**src/design/dspid_pkg.sv**
```systemverilog
// Package for the differential steering PID block: fixed-point constants,
// register indexes and the sequencer state type. Depends on nothing.

package dspid_pkg;

  localparam int unsigned ErrFracBits = 14;
  localparam int unsigned SpdFracBits = 8;
  localparam int unsigned GainFracBits = 8;
  localparam int unsigned AlphaFracBits = 16;

  localparam int unsigned ErrW = 16;
  localparam int unsigned SpdW = 13;
  localparam int unsigned SumW = 20;
  localparam int unsigned CfgW = 16;
  localparam int unsigned CfgIdxW = 3;
  localparam int unsigned MulAW = 18;
  localparam int unsigned MulBW = 21;
  localparam int unsigned AccW = 40;
  localparam int unsigned TotW = 27;

  localparam int ErrOne = 1 << ErrFracBits;
  localparam int ErrThr = (ErrOne + 5) / 10;
  localparam int SumLim = 20 << ErrFracBits;
  localparam int SpdLim = 10 << SpdFracBits;
  localparam int TurnSpd = 3 << SpdFracBits;
  localparam int TotShift = GainFracBits + ErrFracBits - SpdFracBits;

  typedef enum logic [CfgIdxW-1:0] {
    REG_GAIN_MIN   = 3'd0,
    REG_GAIN_MAX   = 3'd1,
    REG_DERIV_COEF = 3'd2,
    REG_INTEG_COEF = 3'd3,
    REG_CRUISE     = 3'd4,
    REG_ALPHA      = 3'd5,
    REG_PERIOD     = 3'd6,
    REG_UNUSED     = 3'd7
  } reg_idx_e;

  typedef enum logic [10:0] {
    S_IDLE   = 11'b000_0000_0001,
    S_KP_MUL = 11'b000_0000_0010,
    S_KP     = 11'b000_0000_0100,
    S_P      = 11'b000_0000_1000,
    S_D      = 11'b000_0001_0000,
    S_I      = 11'b000_0010_0000,
    S_WHEEL  = 11'b000_0100_0000,
    S_F1     = 11'b000_1000_0000,
    S_F2     = 11'b001_0000_0000,
    S_FILT   = 11'b010_0000_0000,
    S_OUT    = 11'b100_0000_0000
  } state_e;

endpackage

```
**src/design/differential_steering_pid_with_search_top.sv**
```systemverilog
// Top level of the differential steering PID block with line search.
// One shared multiply-accumulate unit runs under a one-hot sequencer.
// Depends on dspid_pkg.
//
//   channel | handshake                 | payload
//   in      | in_valid_i / in_ready_o   | line_seen_i, position_error_i, gain_schedule_i
//   out     | out_valid_o / out_ready_i | drive_valid_o, left_wheel_o, right_wheel_o,
//           |                           | train_pulse_o, train_signal_o, searching_o
//   cfg     | cfg_we_i                  | cfg_idx_i, cfg_data_i
//
// A frame that is followed with the line seen reaches the output register after the
// six passes through the single multiplier and the steps that form the gain, round
// the sums and register the result; every other frame goes from idle straight to the
// output step and is registered from there.
// The block takes one frame at a time and is ready again in the same cycle that the
// result is in the output register.
// A stalled output holds the sequencer in its last step.
// Reset restores register defaults and clears all control state.

module differential_steering_pid_with_search_top
  import dspid_pkg::*;
(
  input  logic                   clk_i,
  input  logic                   rst_ni,
  input  logic                   cfg_we_i,
  input  logic [CfgIdxW-1:0]     cfg_idx_i,
  input  logic [CfgW-1:0]        cfg_data_i,
  input  logic                   in_valid_i,
  output logic                   in_ready_o,
  input  logic                   line_seen_i,
  input  logic signed [ErrW-1:0] position_error_i,
  input  logic signed [ErrW-1:0] gain_schedule_i,
  output logic                   out_valid_o,
  input  logic                   out_ready_i,
  output logic                   drive_valid_o,
  output logic signed [SpdW-1:0] left_wheel_o,
  output logic signed [SpdW-1:0] right_wheel_o,
  output logic                   train_pulse_o,
  output logic signed [ErrW-1:0] train_signal_o,
  output logic                   searching_o
);

  logic [15:0] gain_min_q, gain_max_q, deriv_q, integ_q, alpha_q;
  logic signed [SpdW-1:0] cruise_q;
  logic [7:0] period_q;

  state_e state_q, state_d;

  logic                   mode_q, turn_right_q;
  logic signed [ErrW-1:0] prev_q, filt_q;
  logic signed [SumW-1:0] sum_q;
  logic [7:0]             frame_q;

  logic                   seen_q;
  logic signed [ErrW-1:0] e_q, g_q;
  logic signed [MulAW-1:0] kp_q;
  logic signed [AccW-1:0] acc_q, acc_d;
  logic signed [SpdW-1:0] left_q, right_q;
  logic                   pulse_q;

  logic                   out_valid_q, drive_q, opulse_q, search_o_q;
  logic signed [SpdW-1:0] oleft_q, oright_q;
  logic signed [ErrW-1:0] tsig_q;

  logic signed [MulAW-1:0]      mul_a;
  logic signed [MulBW-1:0]      mul_b;
  logic signed [MulAW+MulBW-1:0] prod;
  logic                         acc_clr;
  logic                         out_free;
  logic signed [ErrW-1:0]       e_clamped, g_clamped;
  logic signed [AccW-1:0]       kp_round, tot_round, filt_round;
  logic signed [MulAW-1:0]      kp_d;
  logic signed [TotW-1:0]       total, left_raw, right_raw;
  logic signed [SpdW-1:0]       left_sat, right_sat;
  logic signed [SumW:0]         sum_raw;
  logic signed [SumW-1:0]       sum_sat;
  logic [8:0]                   frame_inc;
  logic [7:0]                   period_eff;
  logic signed [ErrW:0]         neg_filt;
  logic signed [ErrW-1:0]       tsig_d;

  assign in_ready_o = (state_q == S_IDLE);
  assign out_free   = !out_valid_q || out_ready_i;

  always_comb begin
    e_clamped = position_error_i;
    if (position_error_i > ErrW'(ErrOne)) begin
      e_clamped = ErrW'(ErrOne);
    end else if (position_error_i < -ErrW'(ErrOne)) begin
      e_clamped = -ErrW'(ErrOne);
    end
    g_clamped = gain_schedule_i;
    if (gain_schedule_i > ErrW'(ErrOne)) begin
      g_clamped = ErrW'(ErrOne);
    end else if (gain_schedule_i < -ErrW'(ErrOne)) begin
      g_clamped = -ErrW'(ErrOne);
    end
  end

  always_comb begin
    mul_a   = '0;
    mul_b   = '0;
    acc_clr = 1'b1;
    unique case (state_q)
      S_KP_MUL: begin
        mul_a = MulAW'(g_q) + MulAW'(ErrOne);
        mul_b = MulBW'($signed({1'b0, gain_max_q})) - MulBW'($signed({1'b0, gain_min_q}));
      end
      S_P: begin
        mul_a = kp_q;
        mul_b = MulBW'(e_q);
      end
      S_D: begin
        mul_a   = MulAW'($signed({1'b0, deriv_q}));
        mul_b   = MulBW'(e_q) - MulBW'(prev_q);
        acc_clr = 1'b0;
      end
      S_I: begin
        mul_a   = MulAW'($signed({1'b0, integ_q}));
        mul_b   = MulBW'(sum_q);
        acc_clr = 1'b0;
      end
      S_F1: begin
        mul_a = MulAW'($signed({1'b0, alpha_q}));
        mul_b = MulBW'(filt_q);
      end
      S_F2: begin
        mul_a   = MulAW'(1 << AlphaFracBits) - MulAW'($signed({1'b0, alpha_q}));
        mul_b   = MulBW'(e_q);
        acc_clr = 1'b0;
      end
      default: begin
        mul_a = '0;
      end
    endcase
    prod  = mul_a * mul_b;
    acc_d = acc_clr ? AccW'(prod) : acc_q + AccW'(prod);
  end

  always_comb begin
    kp_round   = (acc_q + AccW'(1 << ErrFracBits)) >>> (ErrFracBits + 1);
    kp_d       = MulAW'($signed({1'b0, gain_min_q})) + kp_round[MulAW-1:0];
    tot_round  = (acc_q + AccW'(1 << (TotShift - 1))) >>> TotShift;
    total      = tot_round[TotW-1:0];
    left_raw   = TotW'(cruise_q) - total;
    right_raw  = TotW'(cruise_q) + total;
    left_sat   = left_raw[SpdW-1:0];
    if (left_raw > TotW'(SpdLim)) begin
      left_sat = SpdW'(SpdLim);
    end else if (left_raw < -TotW'(SpdLim)) begin
      left_sat = -SpdW'(SpdLim);
    end
    right_sat  = right_raw[SpdW-1:0];
    if (right_raw > TotW'(SpdLim)) begin
      right_sat = SpdW'(SpdLim);
    end else if (right_raw < -TotW'(SpdLim)) begin
      right_sat = -SpdW'(SpdLim);
    end
    filt_round = (acc_q + AccW'(1 << (AlphaFracBits - 1))) >>> AlphaFracBits;
    sum_raw    = (SumW+1)'(sum_q) + (SumW+1)'(e_q);
    sum_sat    = sum_raw[SumW-1:0];
    if (sum_raw > (SumW+1)'(SumLim)) begin
      sum_sat = SumW'(SumLim);
    end else if (sum_raw < -(SumW+1)'(SumLim)) begin
      sum_sat = -SumW'(SumLim);
    end
    frame_inc  = {1'b0, frame_q} + 9'd1;
    period_eff = (period_q == 8'd0) ? 8'd1 : period_q;
    neg_filt   = -(ErrW+1)'(filt_q);
    tsig_d     = neg_filt[ErrW-1:0];
    if (neg_filt > (ErrW+1)'(32767)) begin
      tsig_d = ErrW'(32767);
    end
  end

  always_comb begin
    state_d = state_q;
    unique case (state_q)
      S_IDLE: begin
        if (in_valid_i) begin
          state_d = (!mode_q && line_seen_i) ? S_KP_MUL : S_OUT;
        end
      end
      S_KP_MUL: state_d = S_KP;
      S_KP:     state_d = S_P;
      S_P:      state_d = S_D;
      S_D:      state_d = S_I;
      S_I:      state_d = S_WHEEL;
      S_WHEEL:  state_d = S_F1;
      S_F1:     state_d = S_F2;
      S_F2:     state_d = S_FILT;
      S_FILT:   state_d = S_OUT;
      S_OUT: begin
        if (out_free) begin
          state_d = S_IDLE;
        end
      end
      default:  state_d = S_IDLE;
    endcase
  end

  always_ff @(posedge clk_i or negedge rst_ni) begin
    if (!rst_ni) begin
      gain_min_q <= 16'd512;
      gain_max_q <= 16'd2560;
      deriv_q    <= 16'd256;
      integ_q    <= 16'd16;
      cruise_q   <= 13'sd1280;
      alpha_q    <= 16'd58982;
      period_q   <= 8'd10;
    end else if (cfg_we_i) begin
      unique case (reg_idx_e'(cfg_idx_i))
        REG_GAIN_MIN:   gain_min_q <= cfg_data_i;
        REG_GAIN_MAX:   gain_max_q <= cfg_data_i;
        REG_DERIV_COEF: deriv_q    <= cfg_data_i;
        REG_INTEG_COEF: integ_q    <= cfg_data_i;
        REG_CRUISE:     cruise_q   <= cfg_data_i[SpdW-1:0];
        REG_ALPHA:      alpha_q    <= cfg_data_i;
        REG_PERIOD:     period_q   <= cfg_data_i[7:0];
        default: begin
        end
      endcase
    end
  end

  always_ff @(posedge clk_i or negedge rst_ni) begin
    if (!rst_ni) begin
      state_q      <= S_IDLE;
      mode_q       <= 1'b0;
      turn_right_q <= 1'b0;
      prev_q       <= '0;
      filt_q       <= '0;
      sum_q        <= '0;
      frame_q      <= '0;
      out_valid_q  <= 1'b0;
    end else begin
      state_q <= state_d;
      if (state_q == S_OUT && out_free) begin
        out_valid_q <= 1'b1;
      end else if (out_valid_q && out_ready_i) begin
        out_valid_q <= 1'b0;
      end
      unique case (state_q)
        S_KP_MUL: sum_q <= sum_sat;
        S_FILT: begin
          filt_q <= filt_round[ErrW-1:0];
          prev_q <= e_q;
          if (frame_inc >= {1'b0, period_eff}) begin
            frame_q <= '0;
          end else begin
            frame_q <= frame_inc[7:0];
          end
          if (e_q > ErrW'(ErrThr) || e_q < -ErrW'(ErrThr)) begin
            turn_right_q <= (e_q > 0);
          end
        end
        S_OUT: begin
          if (out_free) begin
            if (!mode_q && !seen_q) begin
              mode_q <= 1'b1;
              sum_q  <= '0;
            end else if (mode_q && seen_q) begin
              mode_q <= 1'b0;
              sum_q  <= '0;
              prev_q <= '0;
            end
          end
        end
        default: begin
        end
      endcase
    end
  end

  always_ff @(posedge clk_i) begin
    if (state_q == S_IDLE && in_valid_i) begin
      seen_q <= line_seen_i;
      e_q    <= e_clamped;
      g_q    <= g_clamped;
    end
    if (!acc_clr || state_q == S_KP_MUL || state_q == S_P || state_q == S_F1) begin
      acc_q <= acc_d;
    end
    if (state_q == S_KP) begin
      kp_q <= kp_d;
    end
    if (state_q == S_WHEEL) begin
      left_q  <= left_sat;
      right_q <= right_sat;
    end
    if (state_q == S_FILT) begin
      pulse_q <= (frame_inc >= {1'b0, period_eff});
    end
    if (state_q == S_OUT && out_free) begin
      tsig_q <= tsig_d;
      if (!mode_q && seen_q) begin
        drive_q    <= 1'b1;
        oleft_q    <= left_q;
        oright_q   <= right_q;
        opulse_q   <= pulse_q;
        search_o_q <= 1'b0;
      end else if (!mode_q) begin
        drive_q    <= 1'b1;
        oleft_q    <= '0;
        oright_q   <= '0;
        opulse_q   <= 1'b0;
        search_o_q <= 1'b1;
      end else if (seen_q) begin
        drive_q    <= 1'b0;
        oleft_q    <= '0;
        oright_q   <= '0;
        opulse_q   <= 1'b0;
        search_o_q <= 1'b0;
      end else begin
        drive_q    <= 1'b1;
        oleft_q    <= turn_right_q ? SpdW'(TurnSpd) : -SpdW'(TurnSpd);
        oright_q   <= turn_right_q ? -SpdW'(TurnSpd) : SpdW'(TurnSpd);
        opulse_q   <= 1'b0;
        search_o_q <= 1'b1;
      end
    end
  end

  assign out_valid_o    = out_valid_q;
  assign drive_valid_o  = drive_q;
  assign left_wheel_o   = oleft_q;
  assign right_wheel_o  = oright_q;
  assign train_pulse_o  = opulse_q;
  assign train_signal_o = tsig_q;
  assign searching_o    = search_o_q;

endmodule

```
**config.mk**
```make
export PLATFORM = sky130hd
export DESIGN_NAME = differential_steering_pid_with_search_top
export DESIGN_NICKNAME = d
export VERILOG_FILES = /design/src/design/dspid_pkg.sv /design/src/design/differential_steering_pid_with_search_top.sv
export SDC_FILE = /design/constraint.sdc
export NUM_CORES = 2
export LEC_CHECK = 0
export BUFFER_PORTS_ARGS = -buffer_cell sky130_fd_sc_hd__buf_4
export CAP_MARGIN = 40
export CORE_MARGIN = 2
export CORE_UTILIZATION = 65
export CTS_BUF_LIST = sky130_fd_sc_hd__clkbuf_16
export CTS_CLUSTER_DIAMETER = 80
export DETAILED_ROUTE_END_ITERATION = 8
export GPL_ROUTABILITY_DRIVEN = 0
export GPL_TIMING_DRIVEN = 0
export PLACE_DENSITY = 0.83
export SYNTH_ARGS = -nofsm -noshare
export SYNTH_HDL_FRONTEND = slang
export SYNTH_SLANG_ARGS = --single-unit
```
**constraint.sdc**
```tcl
create_clock -name clk_i -period 12.81 [get_ports clk_i]
set_input_delay 1.9215 -clock clk_i [delete_from_list [all_inputs] [get_ports clk_i]]
set_output_delay 1.9215 -clock clk_i [all_outputs]
set_load 0.03 [all_outputs]
```
==> impl_metrics.json <==
{
  "ioPinCount": 104,
  "port_buffers": 101,
  "cap_violations": 0,
  "synth_edf_count": 163,
  "antenna_found_initial": 7,
  "leakage_uw": 0.0191,
  "synth-seq-area-share_pct": 24.9,
  "start_util_pct": 66.0,
  "synthesis.instances": 4081,
  "crit_family": "adder cells",
  "finClkSkew_ns": 0.0274,
  "dieWidth_um": 243,
  "cp-start-kind": "flop",
  "p_per_area_nw_per_um2": 122,
  "final_max_slew_viol_count": 0,
  "netlist_area_um2": 37300,
  "grt_pass1_wl_um": 175000,
  "grt_util_all_layers_pct": 38.2,
  "dr.pass1.iters": 7,
  "endpoint_kind": "flop",
  "cts_setup_buffers": 0,
  "nNetsFinal": 4963,
  "synth_nets": 4789,
  "final_common_cell": "inv_1",
  "timing.setup.critical_path_class": "flop to flop",
  "fin_ws_ns": 0.529,
  "period_minus_slack_ns": 12.28,
  "min_period_over_period_pct": 95.9,
  "area_growth_pct": 9.09,
  "ys_dominant_reg_cell": "edfxtp_1",
  "worstPathBufferInverterCount": 9,
  "synthArstFlopShare_pct": 51.8,
  "avgSynthCellArea_um2": 9.13,
  "cts.sinks": 338,
  "dp_hpwl_um": 88600,
  "slew_headroom_pct": 24.2,
  "grt_pass1_vias": 31700,
  "clock_latency_ns": 0.58,
  "drc": 0,
  "drt_iter0_drc": 3680,
  "wl_per_cell_um": 22.2,
  "coreArea_um2": 56500,
  "die_h_um": 243,
  "netlist.area_leader.share_pct": 20.0,
  "cts_root_buffer": "clkbuf_16",
  "rows": 87,
  "dpl_worst_slack_ns": 0.415,
  "hold_path.class": "flop to flop",
  "slowest_stage": "clkbuf_1",
  "grt_overflow": 0,
  "worstPathArrival_ns": 12.57,
  "synth.distinct_cells": 104,
  "htreeDepth": 2,
  "wirelength_um": 112000,
  "drive_above_1_share_pct": 8.96,
  "ant_nets": 0,
  "rsz0062_at_grt": "false",
  "hold_viol": 0,
  "cts-resized-gates": 0,
  "yosysTopAreaCell": "fa_1",
  "finalSetupTns_ns": 0,
  "synth-seq-cells": 338,
  "yosys-top-cells-area": "fa_1 20%, edfxtp_1 13%, dfrtp_1 10%",
  "clk_path_buf_depth": 3,
  "worstMarginPinSlew_ns": 1.14,
  "yosysWarnings": 0,
  "status": "finished, final reports clean",
  "cts.clk_slew.worst_paths_ns": 0.06,
  "fmax_ghz": 0.0814,
  "grt_max_degree": 123,
  "die_area_um2": 59300,
  "required_ns": 13.10,
  "path_max_fanout": 10,
  "cts_buffers": 40,
  "viasPerCell": 6.34,
  "setup_violations": 0,
  "ir_drop_uv": 99.5,
  "final_cell_mix": "598 x inv_1, 454 x nand2_1, 373 x fa_1, 315 x nor2_1, 278 x ha_1",
  "hold_buffers": 0,
  "max_stage_delay_ns": 0.67,
  "cts_tree": "done",
  "via_count": 32000
}
==> cells in the mapped netlist, types with 17 or more instances <==
cell type,number
o21bai_1,28
nor3b_1,18
nand2_1,455
edfxtp_1,163
o31ai_1,20
nor2b_1,52
inv_1,591
mux2_2,84
fa_1,373
nand3_1,76
o21a_1,17
nand4_1,23
ha_1,278
dfrtp_1,156
xor2_1,79
and3_1,33
a21o_1,80
a31oi_1,26
nand2b_1,39
o211ai_1,17
o21ai_0,175
and2_1,71
nor3_1,51
a21oi_1,175
a22oi_1,36
nor4_1,25
nor2_1,316
or3_1,25
dfstp_2,19
clkbuf_1,127
a211oi_1,26
xnor2_1,151
==> through the flow <==
| step | utilization, % | cell area (µm²) | std cells | hold slack, ns | power [µW] |
|---|---|---|---|---|---|
| after CTS | 71.9 | 40600 | 5042 | 0.469 | 4870 |
| final | 72.0 | 40700 | 5046 | 0.471 | 4960 |
| after detailed placement | 69.7 | 39400 | 4969 | 0.458 | 3750 |
| after global routing | 72.0 | 40700 | 5043 | 0.496 | 5210 |
| after global placement | 69.0 | 39000 | 4938 | 0.451 | 3660 |
| after floorplan | - | 37300 | 4081 | 0.439 | 3090 |
==> worst paths after layout <==
check                                  to  cells past startpoint  slack [ns]         from
max                             acc_q[37]                     38        0.53  state_q[10]
min                             prev_q[9]                      2        0.47    prev_q[9]
max reg2reg                     acc_q[37]                     38        0.53  state_q[10]
min reg2reg                     prev_q[9]                      2        0.47    prev_q[9]
max in group asynchronous  gain_min_q[13]                      2       10.56       rst_ni
min in group asynchronous      frame_q[1]                      1        1.26       rst_ni
==> layout make-up <==
class | count | area [µm²]
multi-input combinational | 2998 | 25200
antenna | 4 | 10.0
inverter | 592 | 2220
timing repair buffer | 135 | 1100
clock buffer | 41 | 1030
tap | 756 | 946
buffer | 150 | 604
fill | 4054 | 15800
sequential | 338 | 9300
clock inverter | 32 | 229
==> flip-flops by register name, summed over array words and instances (netlist names), 16 cells and up <==
signal / flops
integ_q: 16
e_q: 16
alpha_q: 16
g_q: 16
gain_min_q: 16
kp_q: 18
deriv_q: 16
sum_q: 20
train_signal_o: 16
filt_q: 16
prev_q: 16
acc_q: 40
gain_max_q: 16
==> worst register-to-register path, delay by kind of cell, from the launching register on <==
| family | cells | cell delay [ns] |
|---|---|---|
| adder cells (fa/ha/maj) | 8 | 3.97 |
| buffers and inverters | 9 | 2.26 |
| XOR/XNOR | 2 | 0.63 |
| AO/OA/AOI/OAI | 10 | 1.93 |
| flip-flops | 1 | 0.43 |
| AND/OR/NAND/NOR | 9 | 2.75 |
==> per-layer routing <==
| layer | share of wire (%) | GRT usage, % | vias up |
|---|---|---|---|
| met3 | 12 | 10.8 | 514 |
| met5 | 0 | 0 | - |
| met1 | 37 | 49.3 | 15400 |
| met2 | 43 | 57.6 | 2050 |
| li1 | - | - | 14100 |
| met4 | 7.5 | 22.9 | 0 |
==> power breakdown <==
group / internal (µW) / total, µW / switching, µW
clock network: 627 / 1120 / 494
logic: 860 / 2300 / 1440
registers: 1360 / 1530 / 170
==> logic make-up (layout without fill, tap and decap cells) <==
group / count (synthesis) / count (layout) / synth area share, %
AO/OA/AOI/OAI: 766 / 766 / 13.8
XOR/XNOR: 230 / 230 / 5.40
adder cells (fa/ha/maj): 651 / 651 / 29.4
buffers and inverters: 745 / 950 / 7.59
flip-flops: 338 / 338 / 24.9
multiplexers: 94 / 94 / 2.82
other: 0 / 4 / 0
AND/OR/NAND/NOR: 1257 / 1257 / 16.0
Note: power is estimated with default switching activity, not from simulation.
